--- src/sv/ort_pkg.sv ---
`timescale 1ns / 1ps

package ort_pkg;

	localparam int ENTRIES_DEF = 16;

	localparam logic [1:0] FUNC_ADD  = 2'd0;
	localparam logic [1:0] FUNC_DEL  = 2'd1;
	localparam logic [1:0] FUNC_LOOK = 2'd2;

	localparam logic [1:0] ST_OK      = 2'd0;
	localparam logic [1:0] ST_FULL    = 2'd1;
	localparam logic [1:0] ST_NOROUTE = 2'd2;

	typedef enum logic [1:0] {
		OP_ADD,
		OP_DEL,
		OP_LOOK,
		OP_NOP
	} op_t;

	typedef enum logic [1:0] {
		B_IDLE,
		B_SCAN,
		B_RESP
	} back_state_t;

	// one route: destination, mask, gateway, interface
	typedef struct packed {
		logic [31:0] dest;
		logic [31:0] mask;
		logic [31:0] gw;
		logic [3:0]  iface;
	} entry_t;

	// classified command; for lookup the address rides in route.dest
	typedef struct packed {
		op_t    op;
		entry_t route;
	} cmd_t;

	typedef struct packed {
		logic [1:0] status;
		logic       used_default;
		entry_t     route;
		logic [4:0] removed;
	} res_t;

endpackage

--- src/sv/ort_front.sv ---
`timescale 1ns / 1ps

module ort_front (
	input  logic          clk,
	input  logic          arst_n,
	input  logic          in_valid,
	output logic          in_ready,
	input  logic [1:0]    func,
	input  logic [31:0]   dest_addr,
	input  logic [31:0]   net_mask,
	input  logic [31:0]   gateway_addr,
	input  logic [3:0]    iface_id,
	input  logic [31:0]   query_addr,
	output logic          cmd_valid,
	input  logic          cmd_ready,
	output ort_pkg::cmd_t cmd
);

	ort_pkg::cmd_t q_mem_q [2];
	logic          wr_ptr_q;
	logic          rd_ptr_q;
	logic [1:0]    cnt_q;
	logic          push;
	logic          pop;
	ort_pkg::cmd_t cls;

	// classify: map func to an operation, steer the lookup address into dest
	always_comb begin
		cls = '0;
		case (func)
			ort_pkg::FUNC_ADD: begin
				cls.op          = ort_pkg::OP_ADD;
				cls.route.dest  = dest_addr;
				cls.route.mask  = net_mask;
				cls.route.gw    = gateway_addr;
				cls.route.iface = iface_id;
			end
			ort_pkg::FUNC_DEL: begin
				cls.op          = ort_pkg::OP_DEL;
				cls.route.dest  = dest_addr;
				cls.route.mask  = net_mask;
				cls.route.gw    = gateway_addr;
				cls.route.iface = iface_id;
			end
			ort_pkg::FUNC_LOOK: begin
				cls.op         = ort_pkg::OP_LOOK;
				cls.route.dest = query_addr;
			end
			default: begin
				cls.op = ort_pkg::OP_NOP;
			end
		endcase
	end

	assign in_ready  = (cnt_q != 2'd2);
	assign cmd_valid = (cnt_q != 2'd0);
	assign push      = in_valid && in_ready;
	assign pop       = cmd_valid && cmd_ready;
	assign cmd       = q_mem_q[rd_ptr_q];

	always_ff @(posedge clk or negedge arst_n) begin
		if (!arst_n) begin
			wr_ptr_q <= 1'b0;
			rd_ptr_q <= 1'b0;
			cnt_q    <= 2'd0;
		end else begin
			if (push)
				wr_ptr_q <= ~wr_ptr_q;
			if (pop)
				rd_ptr_q <= ~rd_ptr_q;
			if (push && !pop)
				cnt_q <= cnt_q + 2'd1;
			else if (pop && !push)
				cnt_q <= cnt_q - 2'd1;
		end
	end

	always_ff @(posedge clk) begin
		if (push)
			q_mem_q[wr_ptr_q] <= cls;
	end

endmodule

--- src/sv/ort_back.sv ---
`timescale 1ns / 1ps

module ort_back #(
	parameter int ENTRIES = ort_pkg::ENTRIES_DEF
) (
	input  logic          clk,
	input  logic          arst_n,
	input  logic          cmd_valid,
	output logic          cmd_ready,
	input  ort_pkg::cmd_t cmd,
	output logic          out_valid,
	input  logic          out_ready,
	output ort_pkg::res_t res
);

	localparam int CNT_W = $clog2(ENTRIES + 1);
	localparam int IDX_W = $clog2(ENTRIES);

	ort_pkg::entry_t mem [ENTRIES];

	ort_pkg::back_state_t state_q, state_d;
	ort_pkg::cmd_t        cmd_q, cmd_d;
	logic [CNT_W-1:0]     count_q, count_d;
	logic [CNT_W-1:0]     rd_idx_q, rd_idx_d;
	logic [CNT_W-1:0]     kept_q, kept_d;
	logic [CNT_W-1:0]     removed_q, removed_d;
	logic                 chk_vld_s1, chk_vld_d;
	ort_pkg::entry_t      rdata_s1;
	logic                 have_def_q, have_def_d;
	ort_pkg::entry_t      def_q, def_d;
	ort_pkg::res_t        res_q, res_d;
	logic                 out_vld_q, out_vld_d;
	ort_pkg::res_t        out_res_q, out_res_d;

	logic                 mem_we;
	logic [IDX_W-1:0]     mem_waddr;
	ort_pkg::entry_t      mem_wdata;
	logic                 mem_re;
	logic [IDX_W-1:0]     mem_raddr;
	logic [CNT_W+4:0]     rem_wide;

	assign cmd_ready = (state_q == ort_pkg::B_IDLE);
	assign out_valid = out_vld_q;
	assign res       = out_res_q;
	assign rem_wide  = (CNT_W + 5)'(removed_q);

	always_comb begin
		state_d    = state_q;
		cmd_d      = cmd_q;
		count_d    = count_q;
		rd_idx_d   = rd_idx_q;
		kept_d     = kept_q;
		removed_d  = removed_q;
		chk_vld_d  = 1'b0;
		have_def_d = have_def_q;
		def_d      = def_q;
		res_d      = res_q;
		out_vld_d  = out_vld_q;
		out_res_d  = out_res_q;
		mem_we     = 1'b0;
		mem_waddr  = count_q[IDX_W-1:0];
		mem_wdata  = cmd.route;
		mem_re     = 1'b0;
		mem_raddr  = rd_idx_q[IDX_W-1:0];

		if (out_vld_q && out_ready)
			out_vld_d = 1'b0;

		case (state_q)
			ort_pkg::B_IDLE: begin
				if (cmd_valid) begin
					cmd_d      = cmd;
					rd_idx_d   = '0;
					kept_d     = '0;
					removed_d  = '0;
					have_def_d = 1'b0;
					res_d      = '0;
					case (cmd.op)
						ort_pkg::OP_ADD: begin
							if (count_q == CNT_W'(ENTRIES)) begin
								res_d.status = ort_pkg::ST_FULL;
							end else begin
								mem_we      = 1'b1;
								count_d     = count_q + CNT_W'(1);
								res_d.route = cmd.route;
							end
							state_d = ort_pkg::B_RESP;
						end
						ort_pkg::OP_DEL,
						ort_pkg::OP_LOOK: begin
							state_d = ort_pkg::B_SCAN;
						end
						default: begin
							state_d = ort_pkg::B_RESP;
						end
					endcase
				end
			end
			ort_pkg::B_SCAN: begin
				// check the entry read last cycle
				if (chk_vld_s1 && cmd_q.op == ort_pkg::OP_DEL) begin
					if (rdata_s1 == cmd_q.route) begin
						removed_d = removed_q + CNT_W'(1);
					end else begin
						mem_we    = 1'b1;
						mem_waddr = kept_q[IDX_W-1:0];
						mem_wdata = rdata_s1;
						kept_d    = kept_q + CNT_W'(1);
					end
				end
				if (chk_vld_s1 && cmd_q.op == ort_pkg::OP_LOOK &&
				    rdata_s1.dest == 32'd0) begin
					have_def_d = 1'b1;
					def_d      = rdata_s1;
				end

				if (chk_vld_s1 && cmd_q.op == ort_pkg::OP_LOOK &&
				    rdata_s1.dest != 32'd0 &&
				    (cmd_q.route.dest & rdata_s1.mask) == rdata_s1.dest) begin
					res_d.route = rdata_s1;
					state_d     = ort_pkg::B_RESP;
				end else if (rd_idx_q != count_q) begin
					mem_re    = 1'b1;
					rd_idx_d  = rd_idx_q + CNT_W'(1);
					chk_vld_d = 1'b1;
				end else if (!chk_vld_s1) begin
					if (cmd_q.op == ort_pkg::OP_DEL) begin
						count_d       = kept_q;
						res_d.removed = (rem_wide > (CNT_W + 5)'(31)) ? 5'd31 : rem_wide[4:0];
					end else if (have_def_q) begin
						res_d.route        = def_q;
						res_d.used_default = 1'b1;
					end else begin
						res_d.status = ort_pkg::ST_NOROUTE;
					end
					state_d = ort_pkg::B_RESP;
				end
			end
			ort_pkg::B_RESP: begin
				if (!out_vld_q || out_ready) begin
					out_vld_d = 1'b1;
					out_res_d = res_q;
					state_d   = ort_pkg::B_IDLE;
				end
			end
			default: begin
				state_d = ort_pkg::B_IDLE;
			end
		endcase
	end

	always_ff @(posedge clk or negedge arst_n) begin
		if (!arst_n) begin
			state_q    <= ort_pkg::B_IDLE;
			count_q    <= '0;
			chk_vld_s1 <= 1'b0;
			out_vld_q  <= 1'b0;
			have_def_q <= 1'b0;
		end else begin
			state_q    <= state_d;
			count_q    <= count_d;
			chk_vld_s1 <= chk_vld_d;
			out_vld_q  <= out_vld_d;
			have_def_q <= have_def_d;
		end
	end

	always_ff @(posedge clk) begin
		cmd_q     <= cmd_d;
		rd_idx_q  <= rd_idx_d;
		kept_q    <= kept_d;
		removed_q <= removed_d;
		def_q     <= def_d;
		res_q     <= res_d;
		out_res_q <= out_res_d;
	end

	// route store: one write port, one registered read port
	always_ff @(posedge clk) begin
		if (mem_we)
			mem[mem_waddr] <= mem_wdata;
		if (mem_re)
			rdata_s1 <= mem[mem_raddr];
	end

endmodule

--- src/sv/ordered_route_table.sv ---
`timescale 1ns / 1ps

// Ordered IPv4 route table, first match wins, with a default route.
// Input channel in_valid/in_ready carries one transaction: func selects
// add, delete or lookup; the route fields serve add and delete, query_addr
// serves lookup. Output channel out_valid/out_ready returns exactly one
// result transaction per input, in input order.
// Add and unused codes go from idle straight to the response state, which
// registers the result and raises out_valid; delete and lookup first pass
// through the scan state, whose length grows with the number of stored
// routes, since the back end reads the route store one entry per cycle
// through its single registered read port (a lookup hit stops early).
// Only one transaction is in the back end at a time: it takes a new command
// only after the current one has moved its result to the output register.
// A two-entry command queue keeps in_ready high while not full, also while
// the back end works or the output waits. When the receiver holds out_ready
// low, hold the result in the output register; the back end stalls once it
// has its next result, then the queue fills and in_ready drops.
// Reset empties the table and the queue; stored routes need no clearing.
module ordered_route_table #(
	parameter int ENTRIES = ort_pkg::ENTRIES_DEF
) (
	input  logic        clk,
	input  logic        arst_n,
	input  logic        in_valid,
	output logic        in_ready,
	input  logic [1:0]  func,
	input  logic [31:0] dest_addr,
	input  logic [31:0] net_mask,
	input  logic [31:0] gateway_addr,
	input  logic [3:0]  iface_id,
	input  logic [31:0] query_addr,
	output logic        out_valid,
	input  logic        out_ready,
	output logic [1:0]  status,
	output logic        used_default,
	output logic [31:0] out_dest,
	output logic [31:0] out_mask,
	output logic [31:0] out_gateway,
	output logic [3:0]  out_iface,
	output logic [4:0]  removed_count
);

	ort_pkg::cmd_t cmd;
	logic          cmd_valid;
	logic          cmd_ready;
	ort_pkg::res_t res;

	// front: accept and classify, queue the command
	ort_front u_front (
		.clk          (clk),
		.arst_n       (arst_n),
		.in_valid     (in_valid),
		.in_ready     (in_ready),
		.func         (func),
		.dest_addr    (dest_addr),
		.net_mask     (net_mask),
		.gateway_addr (gateway_addr),
		.iface_id     (iface_id),
		.query_addr   (query_addr),
		.cmd_valid    (cmd_valid),
		.cmd_ready    (cmd_ready),
		.cmd          (cmd)
	);

	// back: own the route store, scan it, register the result
	ort_back #(
		.ENTRIES (ENTRIES)
	) u_back (
		.clk       (clk),
		.arst_n    (arst_n),
		.cmd_valid (cmd_valid),
		.cmd_ready (cmd_ready),
		.cmd       (cmd),
		.out_valid (out_valid),
		.out_ready (out_ready),
		.res       (res)
	);

	// unpack the result transaction onto the ports
	assign status        = res.status;
	assign used_default  = res.used_default;
	assign out_dest      = res.route.dest;
	assign out_mask      = res.route.mask;
	assign out_gateway   = res.route.gw;
	assign out_iface     = res.route.iface;
	assign removed_count = res.removed;

endmodule
--- config.mk ---
export PLATFORM = sky130hd
export DESIGN_NAME = ordered_route_table
export DESIGN_NICKNAME = d
export VERILOG_FILES = /design/src/sv/ort_pkg.sv /design/src/sv/ort_front.sv /design/src/sv/ort_back.sv /design/src/sv/ordered_route_table.sv
export SDC_FILE = /design/constraint.sdc
export NUM_CORES = 2
export LEC_CHECK = 0
export ABC_AREA = 1
export BUFFER_PORTS_ARGS = -buffer_cell sky130_fd_sc_hd__buf_2
export CAP_MARGIN = 30
export CORE_UTILIZATION = 40
export CTS_CLUSTER_SIZE = 40
export DETAILED_ROUTE_END_ITERATION = 6
export SLEW_MARGIN = 20
export SYNTH_ARGS = -nofsm -noshare
export SYNTH_HDL_FRONTEND = slang
export SYNTH_SLANG_ARGS = --single-unit
export TNS_END_PERCENT = 50
--- constraint.sdc ---
create_clock -name clk -period 31.6 [get_ports clk]
set_input_delay 1.58 -clock clk [delete_from_list [all_inputs] [get_ports clk]]
set_output_delay 1.58 -clock clk [all_outputs]
set_load 0.05 [all_outputs]
Word-level counts from Yosys, hierarchy flattened
Memories as Yosys holds them, arrays and structs flattened. A register that Yosys moved wholly into a read port is not among the register bits.
Cells that the tools add are included.
{"block": "totals", "reg_bits": 447, "mem_bits_rw": 1804, "input_bits": 138, "output_inout_bits": 110, "wordCells": 187, "memories": 2}
{"name": "u_back.mem", "depth": 16, "width": 100, "read_ports": 1, "rd_ports_with_merged_regs": 1, "wr": 1, "line_no": "ort_back.sv:19", "source": "ort_pkg::entry_t mem [ENTRIES];"}
{"name": "u_front.q_mem_q", "depth": 2, "width": 102, "read_ports": 1, "rd_ports_with_merged_regs": 0, "wr": 1, "line_no": "ort_front.sv:19", "source": "ort_pkg::cmd_t q_mem_q [2];"}
{"block": "classes", "addsub": 6, "n_lt_le_gt_ge": 1, "eq_ne": 33, "n_mux": 71, "bitwise_logic": 3, "n_reduce_logical": 37}
{"op": "two-way mux 100 bit", "n": 6}
{"op": "two-way mux 108 bit", "n": 3}
{"op": "one-hot mux 108 bit (2 select lines)", "n": 1}
{"op": "two-way mux 103 bit", "n": 1}
{"op": "two-way mux 101 bit", "n": 1}
{"op": "== test 100 bit", "n": 1}
{"op": "two-way mux 5 bit", "n": 17}
{"op": "two-way mux 68 bit", "n": 1}
{"op": "one-hot mux 32 bit (2 select lines)", "n": 1}
{"op": "one-hot mux 5 bit (2 select lines)", "n": 4}
{"op": "AND 32 bit", "n": 1}
{"op": "== test 32 bit", "n": 1}
{"op": "zero test 32 bit", "n": 1}
{"op": "nonzero test 32 bit", "n": 1}
{"op": "adder 5 x 1 -> 5 bit, second input constant", "n": 4}
{"op": "two-way mux 2 bit", "n": 10}
{"op": "two-way mux 1 bit", "n": 18}
{"op": "!= test 2 x 1 -> 1 bit, second input constant", "n": 9}
{"op": "!= test 2 bit, second input constant", "n": 8}
{"op": "AND reduction 4 bit", "n": 4}
{"op": "AND reduction 7 bit", "n": 2}
{"op": "two-way mux 4 bit", "n": 3}
{"op": "one-hot mux 2 bit (3 select lines)", "n": 2}
{"op": "AND reduction 6 bit", "n": 2}
{"op": "22 further kinds", "n": 49}

Depth between registers and ports, before layout
{"block": "logic_depth", "ltp_word": 7, "depth_mapped": 17, "mapped_depth_nobuf": 16}

Hierarchy
A second synthesis with hierarchy kept.
{"block": "unflattened", "hier_cells": 6962, "area_unflattened_um2": 93402.1}
{"module": "ort_back", "instances": 1, "cells_each": 6147, "area_each_um2": 84662.4, "seq_area_each_um2": 64301.7}
{"module": "ort_front", "instances": 1, "cells_each": 815, "area_each_um2": 8739.6, "seq_area_each_um2": 6226.0}

Worst setup path before layout
No wires, ideal clock.
{"block": "synth_path", "path_kind": "reg-to-reg", "from": "reg u_back.state_q[1]", "to": "mem u_back.mem[10][0] (netlist bit), enable pin", "setup_ns": 0.560, "t_arrival_ns": 10.577, "required_ns": 31.040, "setup_slack_ns": 20.463, "path_stages_with_launch": 8, "path_buffers": 0, "period_less_slack_ns": 11.137, "cell_sequence": "dfrtp_1 > nor2_1 > inv_1 > nor2_1 > inv_1 > o21ai_1 > nand3_2 > nor2_1"}
{"block": "synth_between", "elab_chain_len": 4, "elab_cells_between_ends": 6, "cone_classes": "1 x eq/ne; 4 x mux; 1 x reduce/logical"}
{"element": "start: declaration", "line_no": "ort_back.sv:21", "source": "ort_pkg::back_state_t state_q, state_d;"}
{"element": "start signal: assignment", "line_no": "ort_back.sv:154", "source": "state_q <= ort_pkg::B_IDLE;"}
{"element": "start signal: assignment", "line_no": "ort_back.sv:160", "source": "state_q <= state_d;"}
{"element": "== test 2 x 1 -> 1 bit or zero test 2 bit (tied branches)", "line_no": "ort_back.sv:69", "source": "case (state_q)"}
{"element": "one-hot mux 1 bit (2 select lines)", "line_no": "ort_back.sv:69"}
{"element": "two-way mux 1 bit", "line_no": "ort_back.sv:180", "source": "if (mem_we)"}
{"element": "two-way mux 1 bit (not written as such)", "line_no": "ort_back.sv:181", "source": "mem[mem_waddr] <= mem_wdata;"}
{"element": "end: declaration", "line_no": "ort_back.sv:19"}
Several ways; a longest one is shown, not always the timed one.

Worst setup path in the final report
{"block": "layout_path", "from": "reg, netlist name u_back.rdata_s1[42]", "to": "mem u_back.mem[3][79] (netlist bit), enable pin"}
{"block": "layout_between", "elab_chain_len": 6, "elab_cells_between_ends": 9, "cone_classes": "1 x eq/ne; 8 x mux"}
{"element": "== test 100 bit *", "line_no": "ort_back.sv:102", "source": "if (rdata_s1 == cmd_q.route) begin"}
{"element": "two-way mux 1 bit", "line_no": "ort_back.sv:102"}
{"element": "two-way mux 1 bit", "line_no": "ort_back.sv:101", "source": "if (chk_vld_s1 && cmd_q.op == ort_pkg::OP_DEL) begin"}
{"element": "one-hot mux 1 bit (2 select lines)", "line_no": "ort_back.sv:69"}
{"element": "two-way mux 1 bit", "line_no": "ort_back.sv:180"}
{"element": "two-way mux 1 bit (not written as such)", "line_no": "ort_back.sv:181"}
Mark *: on every way between the ends. The rest lies on a longest branch, timed or not.

==> flow_summary.yaml <==
timing:
  worst_pin_slew_ps: 1290
  grt_setup_unrepaired: "false"
  tns_ps: 0
  relSlewSlack: 0.142
  setup_viol: 0
  fmax_mhz: 172
  hold_viol: 0
  fin_crit_sh: 0.184
  holdWs_ps: 412
  drv_slew: 0
  setup_ws_ps: 25770
  finClkSkew_ps: 31.1
  min_period_ps: 5830
floorplan:
  die_x_um: 484
  ios: 248
  rows: 176
  die_h_um: 484
  core_um2: 231000
  die_area_um2: 235000
  initial_utilization: 0.404
clocking:
  hold_buffers: 0
  cts_htree_levels: 4
  worstSkewPairLatency_ps: 850
  clk_path_buf_depth: 3
  cts_inserted_buffers: 217
  cts_resized: 0
  cts_tree: "built"
  ctsRootBufferMaster: "clkbuf_16"
  cts.sinks: 2351
  post_cts_buffers: 0
  cts.reportedPaths.clkPinSlew_ps: 60
worst_setup_path:
  cp_cell_sequence: "xor2_1 > nor2_1 > nand2_1 > nor2_1 > nand3_1 > nor2_2 > nand2_2 > nand2_8 > o21ai_1 > nand3_1 > nor2_4 > buf_4 > buf_4"
  crit_slowest_cell: "nor2_4"
  critPathMaxStageDelay_ps: 800
  critical_path_class: "flip-flop to flip-flop"
  crit_required_ps: 32060
  path_max_fanout: 94
  worstSetupEndpointType: "flip-flop"
  arrival_ps: 6290
  startpoint_type: "flip-flop"
synthesis:
  ys.flop_type: "edfxtp_1"
  avgSynthCellArea_um2: 13.3
  syn_area_um2: 93100
  synth_fp_nets: 7138
  synth_edf_count: 2337
  synth-async-reset-ratio: 0.00595
  seq_area_frac_synth: 0.758
  ys.warnings.count: 0
  synthCells: 6992
  yosys.cell_types.count: 39
  yosys_register_bits: 2351
placement:
  place_ws_ps: 25880
  port_buffers: 247
  dp_cells: 10000
  post-dp-hpwl_um: 155000
  gp_congestion: 0.955
drt:
  drtIter0Drc: 6439
  vias_per_cell: 5.53
  routedWlPerCell_um: 24.3
  drt_wl_total_um: 254000
  vias: 57900
  drcViolationCount: 0
  dr.pass1.iters: 6
  ant_nets: 0
finish:
  final_cell_mix: "edfxtp_1 (2337), nand2_1 (1179), nor2_1 (1100)"
  nNetsFinal: 7394
  area_growth_pct: 13.7
  drive_above_1_share: 0.113
  fin_cells: 10500
  final_common_cell: "edfxtp_1"
global_route:
  antenna_found_initial: 18
  grt-ovfl-total: 0
  grt_max_degree: 211
  grt_pass1_wl_um: 369000
  grt_pass1_vias: 53700
  track_usage: 0.211
hold_path:
  hp-class: "flip-flop to flip-flop"
power:
  vdd_drop_max_mv: 0.0839
  power_density_nw_per_um2: 104
  leakagePower_nw: 36.5
outcome:
  status: "finished clean"
run:
  max_cap_violations: 0
[area by class of cell]
cell class                 count  area [µm²]
fill                       20200      125000
sequential                  2351       70500
multi-input combinational   3956       20200
clock buffer                 265        5740
tap                         3026        3790
timing repair buffer         442        3190
clock inverter               138        1280
inverter                     280        1070
antenna                        5        12.5
[final timing paths]
kind | start | to | slack [ps] | cells after the start
worst min register to register | u_back.res_q[81] | u_back.res[81] | 410 | 0
worst min-delay path | u_back.res_q[81] | u_back.res[81] | 410 | 0
max in group asynchronous | arst_n | u_front.rd_ptr_q | 30570 | 1
min in group asynchronous | arst_n | u_front.wr_ptr_q | 670 | 1
worst max-delay path | u_back.rdata_s1[42] | u_back.mem[3][79] | 25770 | 13
worst max register to register | u_back.rdata_s1[42] | u_back.mem[3][79] | 25770 | 13
[cells in the mapped netlist, types with 4 or more instances]
cell type	instances	area (µm²)
o211ai_1	47	353
nand3_1	318	1590
edfxtp_1	2337	70200
nand4_1	13	81.3
o22ai_1	18	113
o32ai_1	246	2150
a21oi_1	12	60.1
nand2_2	6	37.5
nor4_1	4	25.0
xor2_1	53	464
o221ai_1	154	1350
a31oi_1	29	181
dfrtp_1	14	350
buf_1	31	116
xnor2_1	39	342
inv_2	32	120
nor2_2	4	25.0
clkbuf_1	311	1170
buf_6	4	45.0
nor2_1	1124	4220
ha_1	8	100
nand2_1	1179	4430
mux2i_1	155	1550
buf_2	56	280
o21ai_0	519	2600
inv_1	248	931
nor3_1	9	45.0
[through the flow]
step,utilization,cell area [µm²],power (W)
after global routing,0.459,106000,0.0114
final,0.459,106000,0.0110
after detailed placement,0.427,98500,0.00836
after CTS,0.458,106000,0.0109
after global placement,0.426,98100,0.00827
after floorplan,-,93100,0.00677
[critical path: cells and delay by family, from the launching register on]
family | cells | cell delay [ps]
and+or+nand+nor | 9 | 2190
buffers and inverters | 2 | 1380
DFF | 1 | 600
AOI/OAI and AO/OA | 1 | 590
xor gates and xnor gates | 1 | 540
[routing by layer]
metal / global-route usage / wire (µm) / vias up
met1: 0.322 / 114000 / 29100
met3: 0.0280 / 20700 / 315
li1: - / - / 25900
met5: 0 / 0 / -
met2: 0.317 / 113000 / 2486
met4: 0.0556 / 6070 / 0
[state kept, by name (all words and copies together), names as in the netlist, 100 cells and up]
signal and flops:
u_back.cmd_q 102, u_back.def_q 100, u_back.mem 1600, u_back.rdata_s1 100, u_back.res 108, u_back.res_q 108
u_front.q_mem_q 204
[power by group]
group	internal [W]	switching (W)
clock network	0.00147	0.00113
registers	0.00443	0.000231
logic	0.000885	0.00283
total	0.00679	0.00419
[logic make-up (layout without fill, tap and decap cells)]
group	count (synthesis)	count (layout)	share of synthesized area
other	0	5	0
and+or+nand+nor	2668	2668	0.113
muxes	155	155	0.0167
AOI/OAI and AO/OA	1033	1033	0.0737
buffers and inverters	685	1125	0.0289
DFF	2351	2351	0.758
adders and majority gates	8	8	0.00108
xor gates and xnor gates	92	92	0.00866
No activity file was read; power rests on OpenSTA's default activity.
